$ cat config.mk
export PLATFORM = sky130hd
export DESIGN_NAME = ir_pulse_distance_transmitter_unit_flat
export DESIGN_NICKNAME = d
export VERILOG_FILES = /design/src/rtl/core/irpdt_pkg.sv /design/src/rtl/core/irpdt_if.sv /design/src/rtl/core/ir_pulse_distance_transmitter_unit.sv /design/src/flat_wrapper.sv
export SDC_FILE = /design/constraint.sdc
export NUM_CORES = 1
export LEC_CHECK = 0
export BUFFER_PORTS_ARGS = -buffer_cell sky130_fd_sc_hd__buf_2
export CAP_MARGIN = 40
export CORE_MARGIN = 4
export CORE_UTILIZATION = 60
export DETAILED_ROUTE_END_ITERATION = 6
export PLACE_DENSITY = 0.78
export SLEW_MARGIN = 5
export SYNTH_ARGS = -nofsm -noshare
export SYNTH_HDL_FRONTEND = slang
export SYNTH_SLANG_ARGS = --single-unit
$ cat constraint.sdc
create_clock -name clk -period 8.6 [get_ports clk]
set_clock_uncertainty 0.05 [all_clocks]
set_input_delay 0 -clock clk [delete_from_list [all_inputs] [get_ports clk]]
set_output_delay 0 -clock clk [all_outputs]
set_load 0.02 [all_outputs]
$ cat src/rtl/core/irpdt_pkg.sv
// ----------------------------------------------------------------------------
// IR pulse-distance transmitter package
// Shared types, register indexes and the key code table.
// ----------------------------------------------------------------------------
`default_nettype none

package irpdt_pkg;

    localparam int LEN_W   = 17;
    localparam int KEY_W   = 6;
    localparam int CODE_W  = 32;
    localparam int CFG_IDX_W = 3;

    typedef logic [LEN_W-1:0]     len_t;
    typedef logic [KEY_W-1:0]     key_t;
    typedef logic [CODE_W-1:0]    code_t;
    typedef logic [CFG_IDX_W-1:0] cfg_idx_t;

    typedef enum logic [CFG_IDX_W-1:0] {
        REG_HEADER_MARK  = 3'd0,
        REG_HEADER_SPACE = 3'd1,
        REG_BIT_MARK     = 3'd2,
        REG_ZERO_SPACE   = 3'd3,
        REG_ONE_SPACE    = 3'd4,
        REG_FRAME_GAP    = 3'd5
    } cfg_reg_t;

    localparam len_t HEADER_MARK_RST  = 17'd9000;
    localparam len_t HEADER_SPACE_RST = 17'd4500;
    localparam len_t BIT_MARK_RST     = 17'd500;
    localparam len_t ZERO_SPACE_RST   = 17'd500;
    localparam len_t ONE_SPACE_RST    = 17'd1620;
    localparam len_t FRAME_GAP_RST    = 17'd100000;

    typedef enum logic [2:0] {
        PH_IDLE   = 3'd0,
        PH_HMARK  = 3'd1,
        PH_HSPACE = 3'd2,
        PH_BMARK  = 3'd3,
        PH_BSPACE = 3'd4,
        PH_GAP    = 3'd5
    } phase_t;

    typedef struct packed {
        logic  valid;
        code_t code;
    } key_entry_t;

    function automatic key_entry_t key_lookup(input key_t key);
        key_entry_t e;
        e.valid = 1'b1;
        case (key)
            6'd0:    e.code = 32'h0af530cf;
            6'd1:    e.code = 32'h0af5b04f;
            6'd2:    e.code = 32'h0af5708f;
            6'd3:    e.code = 32'h0af5f00f;
            6'd4:    e.code = 32'h0af538c7;
            6'd5:    e.code = 32'h0af5b847;
            6'd6:    e.code = 32'h0af57887;
            6'd7:    e.code = 32'h0af5f807;
            6'd8:    e.code = 32'h0af520df;
            6'd9:    e.code = 32'h0af5a05f;
            6'd10:   e.code = 32'h0af548b7;
            6'd11:   e.code = 32'h0af5a857;
            6'd12:   e.code = 32'h0af5d02f;
            6'd13:   e.code = 32'h0af59867;
            6'd14:   e.code = 32'h0af518e7;
            6'd15:   e.code = 32'h0af5e817;
            6'd17:   e.code = 32'h0af550af;
            6'd20:   e.code = 32'h0af508f7;
            6'd21:   e.code = 32'h0af50ef1;
            6'd22:   e.code = 32'h0af58e71;
            6'd23:   e.code = 32'h0af5ce31;
            6'd24:   e.code = 32'h0af54eb1;
            6'd25:   e.code = 32'h0af5748b;
            6'd26:   e.code = 32'h0af532cd;
            6'd27:   e.code = 32'h0af5a25d;
            6'd28:   e.code = 32'h0af5629d;
            6'd29:   e.code = 32'h0af5e21d;
            6'd36:   e.code = 32'h0af5906f;
            default:
            begin
                e.valid = 1'b0;
                e.code  = '0;
            end
        endcase
        return e;
    endfunction

endpackage

`default_nettype wire

$ cat src/rtl/core/irpdt_if.sv
// ----------------------------------------------------------------------------
// IR pulse-distance transmitter channel interfaces
// Valid/ready channels for input items, results and register writes.
// ----------------------------------------------------------------------------
`default_nettype none

interface irpdt_item_if;
    import irpdt_pkg::*;
    logic valid;
    logic ready;
    logic op;
    key_t key;
    modport source (output valid, output op, output key, input ready);
    modport sink   (input valid, input op, input key, output ready);
endinterface

interface irpdt_result_if;
    logic valid;
    logic ready;
    logic ir_level;
    logic active;
    logic key_error;
    logic frame_start;
    modport source (output valid, output ir_level, output active, output key_error,
                    output frame_start, input ready);
    modport sink   (input valid, input ir_level, input active, input key_error,
                    input frame_start, output ready);
endinterface

interface irpdt_cfg_if;
    import irpdt_pkg::*;
    logic     valid;
    logic     ready;
    cfg_idx_t index;
    len_t     data;
    modport source (output valid, output index, output data, input ready);
    modport sink   (input valid, input index, input data, output ready);
endinterface

`default_nettype wire

$ cat src/rtl/core/ir_pulse_distance_transmitter_unit.sv
// ----------------------------------------------------------------------------
// IR pulse-distance transmitter
// Steps a header/bit/gap envelope one tick per tick item.
// ----------------------------------------------------------------------------
// Usage: every transfer on the item channel is either a tick (op 0) or a
// key selection (op 1). Each item produces exactly one result on the result
// channel carrying the envelope level for that tick, the active and error
// flags, and a frame-start strobe on the tick where a header mark begins.
// A selection looks the key up in a fixed code table and restarts the frame;
// an unknown key stops sending and sets key_error until a valid selection.
// The result is registered in the cycle after its item transfer. Throughput
// is one item per cycle when not stalled: the phase counter and phase
// decode sit between the state registers and the single output register.
// If the receiver stalls, the output register holds its result and the
// item channel accepts a new item only in the cycle the held result is
// taken. The register write channel is always ready; lengths of zero count
// as one tick. Reset loads the default lengths, goes idle and clears the
// error flag and the output valid flag.
// ----------------------------------------------------------------------------
`default_nettype none

module ir_pulse_distance_transmitter_unit #(
    parameter int CODE_BITS = 32
) (
    input  wire               clk,
    input  wire               rst_n,
    irpdt_item_if.sink        item,
    irpdt_result_if.source    result,
    irpdt_cfg_if.sink         cfg
);
    import irpdt_pkg::*;

    localparam int BIT_W = (CODE_BITS > 1) ? $clog2(CODE_BITS) : 1;
    localparam logic [BIT_W-1:0] LAST_BIT = BIT_W'(CODE_BITS - 1);

    // Length registers
    len_t hmark_reg, hspace_reg, bmark_reg, zspace_reg, ospace_reg, gap_reg;

    // Sequencer state
    phase_t                phase_reg, phase_next;
    logic [BIT_W-1:0]      bit_index_reg, bit_index_next;
    len_t                  ticks_left_reg, ticks_left_next;
    logic [CODE_BITS-1:0]  frame_code_reg, frame_code_next;
    logic                  err_reg, err_next;

    // Output register
    logic out_valid_reg;
    logic level_reg, active_reg, err_out_reg, fstart_reg;
    logic level_next, fstart_next;

    logic       accept;
    key_entry_t entry;
    len_t       phase_len;
    len_t       ticks_cur;
    len_t       ticks_dec;
    logic       load;
    logic       cur_bit;

    assign item.ready = !out_valid_reg || result.ready;
    assign accept     = item.valid && item.ready;
    assign cfg.ready  = 1'b1;

    assign entry   = key_lookup(item.key);
    assign cur_bit = frame_code_reg[LAST_BIT - bit_index_reg];

    always_comb
    begin
        len_t raw;
        unique case (phase_reg)
            PH_HMARK:  raw = hmark_reg;
            PH_HSPACE: raw = hspace_reg;
            PH_BMARK:  raw = bmark_reg;
            PH_BSPACE: raw = cur_bit ? ospace_reg : zspace_reg;
            default:   raw = gap_reg;
        endcase
        phase_len = (raw == '0) ? len_t'(1) : raw;
    end

    assign load      = (ticks_left_reg == '0);
    assign ticks_cur = load ? phase_len : ticks_left_reg;
    assign ticks_dec = ticks_cur - len_t'(1);

    // Next state for one accepted item.
    always_comb
    begin
        phase_next      = phase_reg;
        bit_index_next  = bit_index_reg;
        ticks_left_next = ticks_left_reg;
        frame_code_next = frame_code_reg;
        err_next        = err_reg;
        if (accept)
        begin
            if (item.op)
            begin
                ticks_left_next = '0;
                if (entry.valid)
                begin
                    frame_code_next = entry.code[CODE_BITS-1:0];
                    phase_next      = PH_HMARK;
                    bit_index_next  = '0;
                    err_next        = 1'b0;
                end
                else
                begin
                    phase_next = PH_IDLE;
                    err_next   = 1'b1;
                end
            end
            else if (phase_reg != PH_IDLE)
            begin
                ticks_left_next = ticks_dec;
                if (ticks_dec == '0)
                begin
                    unique case (phase_reg)
                        PH_HMARK:  phase_next = PH_HSPACE;
                        PH_HSPACE:
                        begin
                            phase_next     = PH_BMARK;
                            bit_index_next = '0;
                        end
                        PH_BMARK:  phase_next = PH_BSPACE;
                        PH_BSPACE:
                        begin
                            if (bit_index_reg >= LAST_BIT)
                            begin
                                phase_next = PH_GAP;
                            end
                            else
                            begin
                                bit_index_next = bit_index_reg + BIT_W'(1);
                                phase_next     = PH_BMARK;
                            end
                        end
                        default:   phase_next = PH_HMARK;
                    endcase
                end
            end
        end
    end

    // Result values for the tick being processed.
    always_comb
    begin
        level_next  = 1'b0;
        fstart_next = 1'b0;
        if (!item.op && phase_reg != PH_IDLE)
        begin
            level_next  = (phase_reg == PH_HMARK) || (phase_reg == PH_BMARK);
            fstart_next = load && (phase_reg == PH_HMARK);
        end
    end

    always_ff @(posedge clk or negedge rst_n)
    begin
        if (!rst_n)
        begin
            phase_reg      <= PH_IDLE;
            bit_index_reg  <= '0;
            ticks_left_reg <= '0;
            frame_code_reg <= '0;
            err_reg        <= 1'b0;
        end
        else
        begin
            phase_reg      <= phase_next;
            bit_index_reg  <= bit_index_next;
            ticks_left_reg <= ticks_left_next;
            frame_code_reg <= frame_code_next;
            err_reg        <= err_next;
        end
    end

    always_ff @(posedge clk or negedge rst_n)
    begin
        if (!rst_n)
        begin
            hmark_reg  <= HEADER_MARK_RST;
            hspace_reg <= HEADER_SPACE_RST;
            bmark_reg  <= BIT_MARK_RST;
            zspace_reg <= ZERO_SPACE_RST;
            ospace_reg <= ONE_SPACE_RST;
            gap_reg    <= FRAME_GAP_RST;
        end
        else if (cfg.valid && cfg.ready)
        begin
            // Indexes past the last register are dropped.
            case (cfg.index)
                REG_HEADER_MARK:  hmark_reg  <= cfg.data;
                REG_HEADER_SPACE: hspace_reg <= cfg.data;
                REG_BIT_MARK:     bmark_reg  <= cfg.data;
                REG_ZERO_SPACE:   zspace_reg <= cfg.data;
                REG_ONE_SPACE:    ospace_reg <= cfg.data;
                REG_FRAME_GAP:    gap_reg    <= cfg.data;
                default:          ;
            endcase
        end
    end

    always_ff @(posedge clk or negedge rst_n)
    begin
        if (!rst_n)
        begin
            out_valid_reg <= 1'b0;
        end
        else if (accept)
        begin
            out_valid_reg <= 1'b1;
        end
        else if (result.ready)
        begin
            out_valid_reg <= 1'b0;
        end
    end

    always_ff @(posedge clk)
    begin
        if (accept)
        begin
            level_reg   <= level_next;
            active_reg  <= (phase_next != PH_IDLE);
            err_out_reg <= err_next;
            fstart_reg  <= fstart_next;
        end
    end

    assign result.valid       = out_valid_reg;
    assign result.ir_level    = level_reg;
    assign result.active      = active_reg;
    assign result.key_error   = err_out_reg;
    assign result.frame_start = fstart_reg;

endmodule

`default_nettype wire

$ cat src/flat_wrapper.sv
// flat-port wrapper written by rule: the top's interface ports become plain ports
module ir_pulse_distance_transmitter_unit_flat import irpdt_pkg::*;
#(
    parameter int CODE_BITS = 32
)
  (clk, rst_n, item_valid, item_op, item_key, item_ready, result_valid, result_ir_level, result_active, result_key_error, result_frame_start, result_ready, cfg_valid, cfg_index, cfg_data, cfg_ready);
  irpdt_item_if item_i ();
  irpdt_result_if result_i ();
  irpdt_cfg_if cfg_i ();
  input  wire clk;
  input  wire rst_n;
  input wire logic [$bits(item_i.valid)-1:0] item_valid;
  input wire logic [$bits(item_i.op)-1:0] item_op;
  input wire logic [$bits(item_i.key)-1:0] item_key;
  output wire logic [$bits(item_i.ready)-1:0] item_ready;
  output wire logic [$bits(result_i.valid)-1:0] result_valid;
  output wire logic [$bits(result_i.ir_level)-1:0] result_ir_level;
  output wire logic [$bits(result_i.active)-1:0] result_active;
  output wire logic [$bits(result_i.key_error)-1:0] result_key_error;
  output wire logic [$bits(result_i.frame_start)-1:0] result_frame_start;
  input wire logic [$bits(result_i.ready)-1:0] result_ready;
  input wire logic [$bits(cfg_i.valid)-1:0] cfg_valid;
  input wire logic [$bits(cfg_i.index)-1:0] cfg_index;
  input wire logic [$bits(cfg_i.data)-1:0] cfg_data;
  output wire logic [$bits(cfg_i.ready)-1:0] cfg_ready;
  assign item_i.valid = item_valid;
  assign item_i.op = item_op;
  assign item_i.key = item_key;
  assign item_ready = item_i.ready;
  assign result_valid = result_i.valid;
  assign result_ir_level = result_i.ir_level;
  assign result_active = result_i.active;
  assign result_key_error = result_i.key_error;
  assign result_frame_start = result_i.frame_start;
  assign result_i.ready = result_ready;
  assign cfg_i.valid = cfg_valid;
  assign cfg_i.index = cfg_index;
  assign cfg_i.data = cfg_data;
  assign cfg_ready = cfg_i.ready;
  ir_pulse_distance_transmitter_unit #(.CODE_BITS(CODE_BITS)) u_core (.clk(clk), .rst_n(rst_n), .item(item_i), .result(result_i), .cfg(cfg_i));
endmodule
==> summary.log <==
qor: status.status finished, final reports clean
qor: pwr.power.total 3.051 mW
qor: cells_and_area.post-route-cell-area 9682 µm²
qor: critical_path.rr_worst_depth 21
qor: synthesis.yosys.area.top_type sky130_fd_sc_hd__dfrtp_1
qor: cells_and_area.final-instance-count-excl-fill 1032
qor: clock_network.clockRootBuffer sky130_fd_sc_hd__clkbuf_16
qor: critical_path.crit_required 8.73 ns
qor: critical_path.timing.rr.end u_core.result.active
qor: pwr.net_switching_fraction_of_the_power 0.3959
qor: sta.finalWorstPathRequiredPeriod 6.259 ns
qor: critical_path.data_arrival_time_of_the_critical_path 6.39 ns
qor: global_route.grt_ovf 0
qor: die.die_area 15980 µm²
qor: cells_and_area.fin_nets 875
qor: synthesis.asyncSetResetFlopFracSynth 0.9730
qor: placement.detailedPlace.worstSlack 2.494 ns
qor: global_route.number_of_antenna_violations_at_the_first_check_in_global_routing 0
qor: routing.post-route-drc-count 0
qor: placement.placed_cells 973
qor: synthesis.seq_area_frac_synth 0.4474
qor: routing.routed-via-count 6687
qor: pwr.irDropWorstVdd 0.2090 mV
qor: pwr.pwr-share-clk 0.248
qor: cells_and_area.areaGrowthSynthToFinish 15.05%
qor: clock_network.clk_pin_slew 0.07 ns
qor: critical_path.startpoint_type register
qor: clock_network.tritoncts.num_buffers 17
qor: clock_network.clk_latency 0.44 ns
qor: sta.rsz0062_at_grt no
qor: synthesis.synthTopCellsByArea sky130_fd_sc_hd__dfrtp_1 33%, sky130_fd_sc_hd__mux2_2 14%, sky130_fd_sc_hd__dfstp_2 10%
qor: die.core-area 13830 µm²
qor: synthesis.synth_warnings 0
qor: global_route.via_count_of_the_first_global_routing_pass 6837
qor: routing.final_antenna_net_count 0
qor: routing.drt_pass1_iterations 6
qor: flow_run.max-cap-violations 0
qor: worst_hold_path.worstHoldPathType input port to register
qor: critical_path.worst_setup_path_end_kind register
qor: synthesis.synth_top_family_by_area multiplexers
qor: critical_path.critical_path_start_end_classification register to register
qor: cells_and_area.final_layout_size_suffix_gt1_frac 0.3134
qor: sta.slew_viol_final 0
qor: sta.post-route-period-util 0.7278
qor: routing.drt-initial-drc-count 650
qor: placement.port_buffers 37
qor: clock_network.clock_tree_from_tritoncts built
qor: pwr.pint 1.843 mW
qor: critical_path.startpoint_of_the_lowest_slack_register_to_register_path u_core.phase_reg[0]
qor: synthesis.yosysMostFrequentCell sky130_fd_sc_hd__dfrtp_1
qor: cells_and_area.post_route_utilization 0.7002
qor: clock_network.clock_tree.buffer_depth 2
qor: die.initial_core_util 0.6086
qor: synthesis.syn_avg_cell_area 10.73 µm²
qor: synthesis.synthXorXnorAreaFrac 0.01353
qor: routing.wire_per_inst 22.42 µm
qor: clock_network.cts.htree.levels 4
qor: global_route.grt_first_pass_wirelength 37050 µm
qor: synthesis.netlist_area 8416 µm²
qor: die.fp-row-count 43
qor: clock_network.numClockSinks 148
qor: synthesis.synth_compound_gate_area_share 0.1548
qor: critical_path.r2r_setup_slack 2.34 ns
qor: pwr.power.density 315.1 nW/µm²
qor: synthesis.synthDistinctLibCells 95
qor: sta.timing.max_slew.rel_slack 0.3237
qor: sta.finalSetupViolations 0
qor: sta.max_freq 159.8 MHz
qor: pwr.gate_power_share 0.416
qor: placement.detailed_place.area 8811 µm²
qor: sta.fin_tns_setup 0 ns
qor: die.overall_die_height 126.4 µm
qor: synthesis.synth_top_cells_by_count 111 x sky130_fd_sc_hd__dfrtp_1, 104 x sky130_fd_sc_hd__mux2_2, 72 x sky130_fd_sc_hd__nand2_1, 55 x sky130_fd_sc_hd__nor2_1, 46 x sky130_fd_sc_hd__o21ai_0
qor: synthesis.synth_edf_count 4
qor: placement.post-dp-hpwl 16330 µm
qor: sta.finalWorstSetupSlack 2.341 ns
qor: die.die-width 126.4 µm
qor: placement.place_congestion 1.029
qor: synthesis.post_synth_inst_count 784
qor: critical_path.setup.worst_path.end u_core.result.active
qor: cells_and_area.antenna-diode-count 0
qor: synthesis.yosysTopAreaCellShare 0.3301
qor: synthesis.synth.area.mux_share 0.1897
qor: pwr.leakagePower 4.026 nW
qor: sta.worst_slew_pin_slew 1.008 ns
qor: synthesis.synth_fp_nets 820
qor: synthesis.synth-adder-area-share 0.005947
qor: routing.detail_route.wirelength 23140 µm
qor: synthesis.ys_seq_elements 148
qor: routing.viasPerCell 6.480
qor: pwr.power.sequential.fraction 0.336
qor: clock_network.hold_buffers 26
qor: sta.hold_violations 0
qor: cells_and_area.fillers 982
qor: synthesis.synth_top_flop_cell sky130_fd_sc_hd__dfrtp_1
qor: die.i_o_pins 39
qor: clock_network.post_cts_buffers 0
qor: global_route.grt_start_max_net_pins 71
qor: synthesis.yosys.area_share.simple 0.1540
qor: global_route.gr-usage-all-layers 0.2970
qor: sta.finalHoldWorstSlack 0.05170 ns
qor: clock_network.cts_resized 0
qor: pwr.switchingPower 1.208 mW
qor: critical_path.critPathLaunch u_core.phase_reg[0]
qor: critical_path.worst-path-max-fanout 12
[routing by layer]
layer / vias up / global-route usage / part of all wire
li1: 3039 / - / -
met1: 3308 / 0.3943 / 0.42
met2: 286 / 0.4907 / 0.50
met3: 54 / 0.05179 / 0.060
met4: 0 / 0.1123 / 0.025
met5: - / 0 / 0
[layout make-up]
type	instances	area, µm²	share of cell area
clock buffer	17	425.4	0.04394
clock inverter	15	170.2	0.01758
inverter	18	67.56	0.006979
multi-input combinational	572	4379	0.4523
sequential	148	3765	0.3889
tap	180	225.2	0.02326
timing repair buffer	82	649.4	0.06707
[worst min path at each step]
| stage | from | to | cells after the start |
|---|---|---|---|
| 6_report | item_key[3] | u_core.frame_code_reg[13] | 4 |
| 2_1_floorplan | rst_n | u_core.bit_index_reg[0] | 0 |
| 3_3_place_gp | rst_n | u_core.ticks_left_reg[11] | 1 |
| 3_5_place_dp | rst_n | u_core.ticks_left_reg[11] | 1 |
| 4_1_cts | item_key[3] | u_core.frame_code_reg[13] | 4 |
| 5_1_grt | item_key[3] | u_core.frame_code_reg[13] | 4 |
[cell usage in the layout (no fill, tap or decap), types with 5 or more instances in the layout]
master / count
sky130_fd_sc_hd__a21o_1: 6
sky130_fd_sc_hd__a21oi_1: 28
sky130_fd_sc_hd__a22o_1: 5
sky130_fd_sc_hd__a22oi_1: 6
sky130_fd_sc_hd__a31oi_1: 11
sky130_fd_sc_hd__and3_1: 16
sky130_fd_sc_hd__buf_2: 36
sky130_fd_sc_hd__buf_4: 13
sky130_fd_sc_hd__clkbuf_16: 17
sky130_fd_sc_hd__dfrtp_1: 111
sky130_fd_sc_hd__dfstp_2: 33
sky130_fd_sc_hd__dlygate4sd3_1: 26
sky130_fd_sc_hd__inv_1: 16
sky130_fd_sc_hd__inv_6: 5
sky130_fd_sc_hd__mux2_2: 104
sky130_fd_sc_hd__mux2i_1: 14
sky130_fd_sc_hd__mux4_2: 12
sky130_fd_sc_hd__nand2_1: 72
sky130_fd_sc_hd__nand2b_1: 9
sky130_fd_sc_hd__nand3_1: 18
sky130_fd_sc_hd__nand3b_1: 5
sky130_fd_sc_hd__nand4_1: 7
sky130_fd_sc_hd__nor2_1: 55
sky130_fd_sc_hd__nor2b_1: 6
sky130_fd_sc_hd__nor3_1: 12
sky130_fd_sc_hd__nor4_1: 13
sky130_fd_sc_hd__o211ai_1: 5
sky130_fd_sc_hd__o21a_1: 6
sky130_fd_sc_hd__o21ai_0: 46
sky130_fd_sc_hd__or3_1: 9
sky130_fd_sc_hd__xnor2_1: 8
sky130_fd_sc_hd__xor2_1: 5
[kinds of logic after synthesis]
kind of cell / count (synthesis)
AOI/OAI and AO/OA: 176
xor gates and xnor gates: 13
adders and majority gates: 4
buffers and inverters: 64
DFF: 148
muxes: 131
other: 1
and+or+nand+nor: 247
[worst max-delay path, cell delays in order (launching register included)]
cell	delay, ns
sky130_fd_sc_hd__dfrtp_1	0.83
sky130_fd_sc_hd__nor2_1	0.27
sky130_fd_sc_hd__buf_4	0.25
sky130_fd_sc_hd__xnor2_1	0.74
sky130_fd_sc_hd__o21ai_0	0.42
sky130_fd_sc_hd__nand4_1	0.18
sky130_fd_sc_hd__a31o_2	0.17
sky130_fd_sc_hd__nor3_1	0.07
sky130_fd_sc_hd__inv_1	0.05
sky130_fd_sc_hd__o31ai_1	0.08
sky130_fd_sc_hd__a21oi_1	0.24
sky130_fd_sc_hd__ha_1	0.26
sky130_fd_sc_hd__nand3_1	0.16
sky130_fd_sc_hd__a21oi_1	0.16
sky130_fd_sc_hd__nand3_1	0.14
sky130_fd_sc_hd__a2111oi_4	0.36
sky130_fd_sc_hd__xor2_1	0.20
sky130_fd_sc_hd__nand4_1	0.15
sky130_fd_sc_hd__nor4b_4	0.48
sky130_fd_sc_hd__and2_4	0.24
sky130_fd_sc_hd__o2111ai_2	0.13
sky130_fd_sc_hd__or3_1	0.36
[power groups by stage]
stage	clock (mW)	combinational (mW)	sequential (mW)
final	0.758	1.27	1.02
after global routing	0.795	1.37	1.04
after global placement	0	1.20	1.02
after detailed placement	0	1.23	1.03
after CTS	0.766	1.25	1.02
after floorplan	0	0.920	0.971
Power figures use the tool's default switching activity.
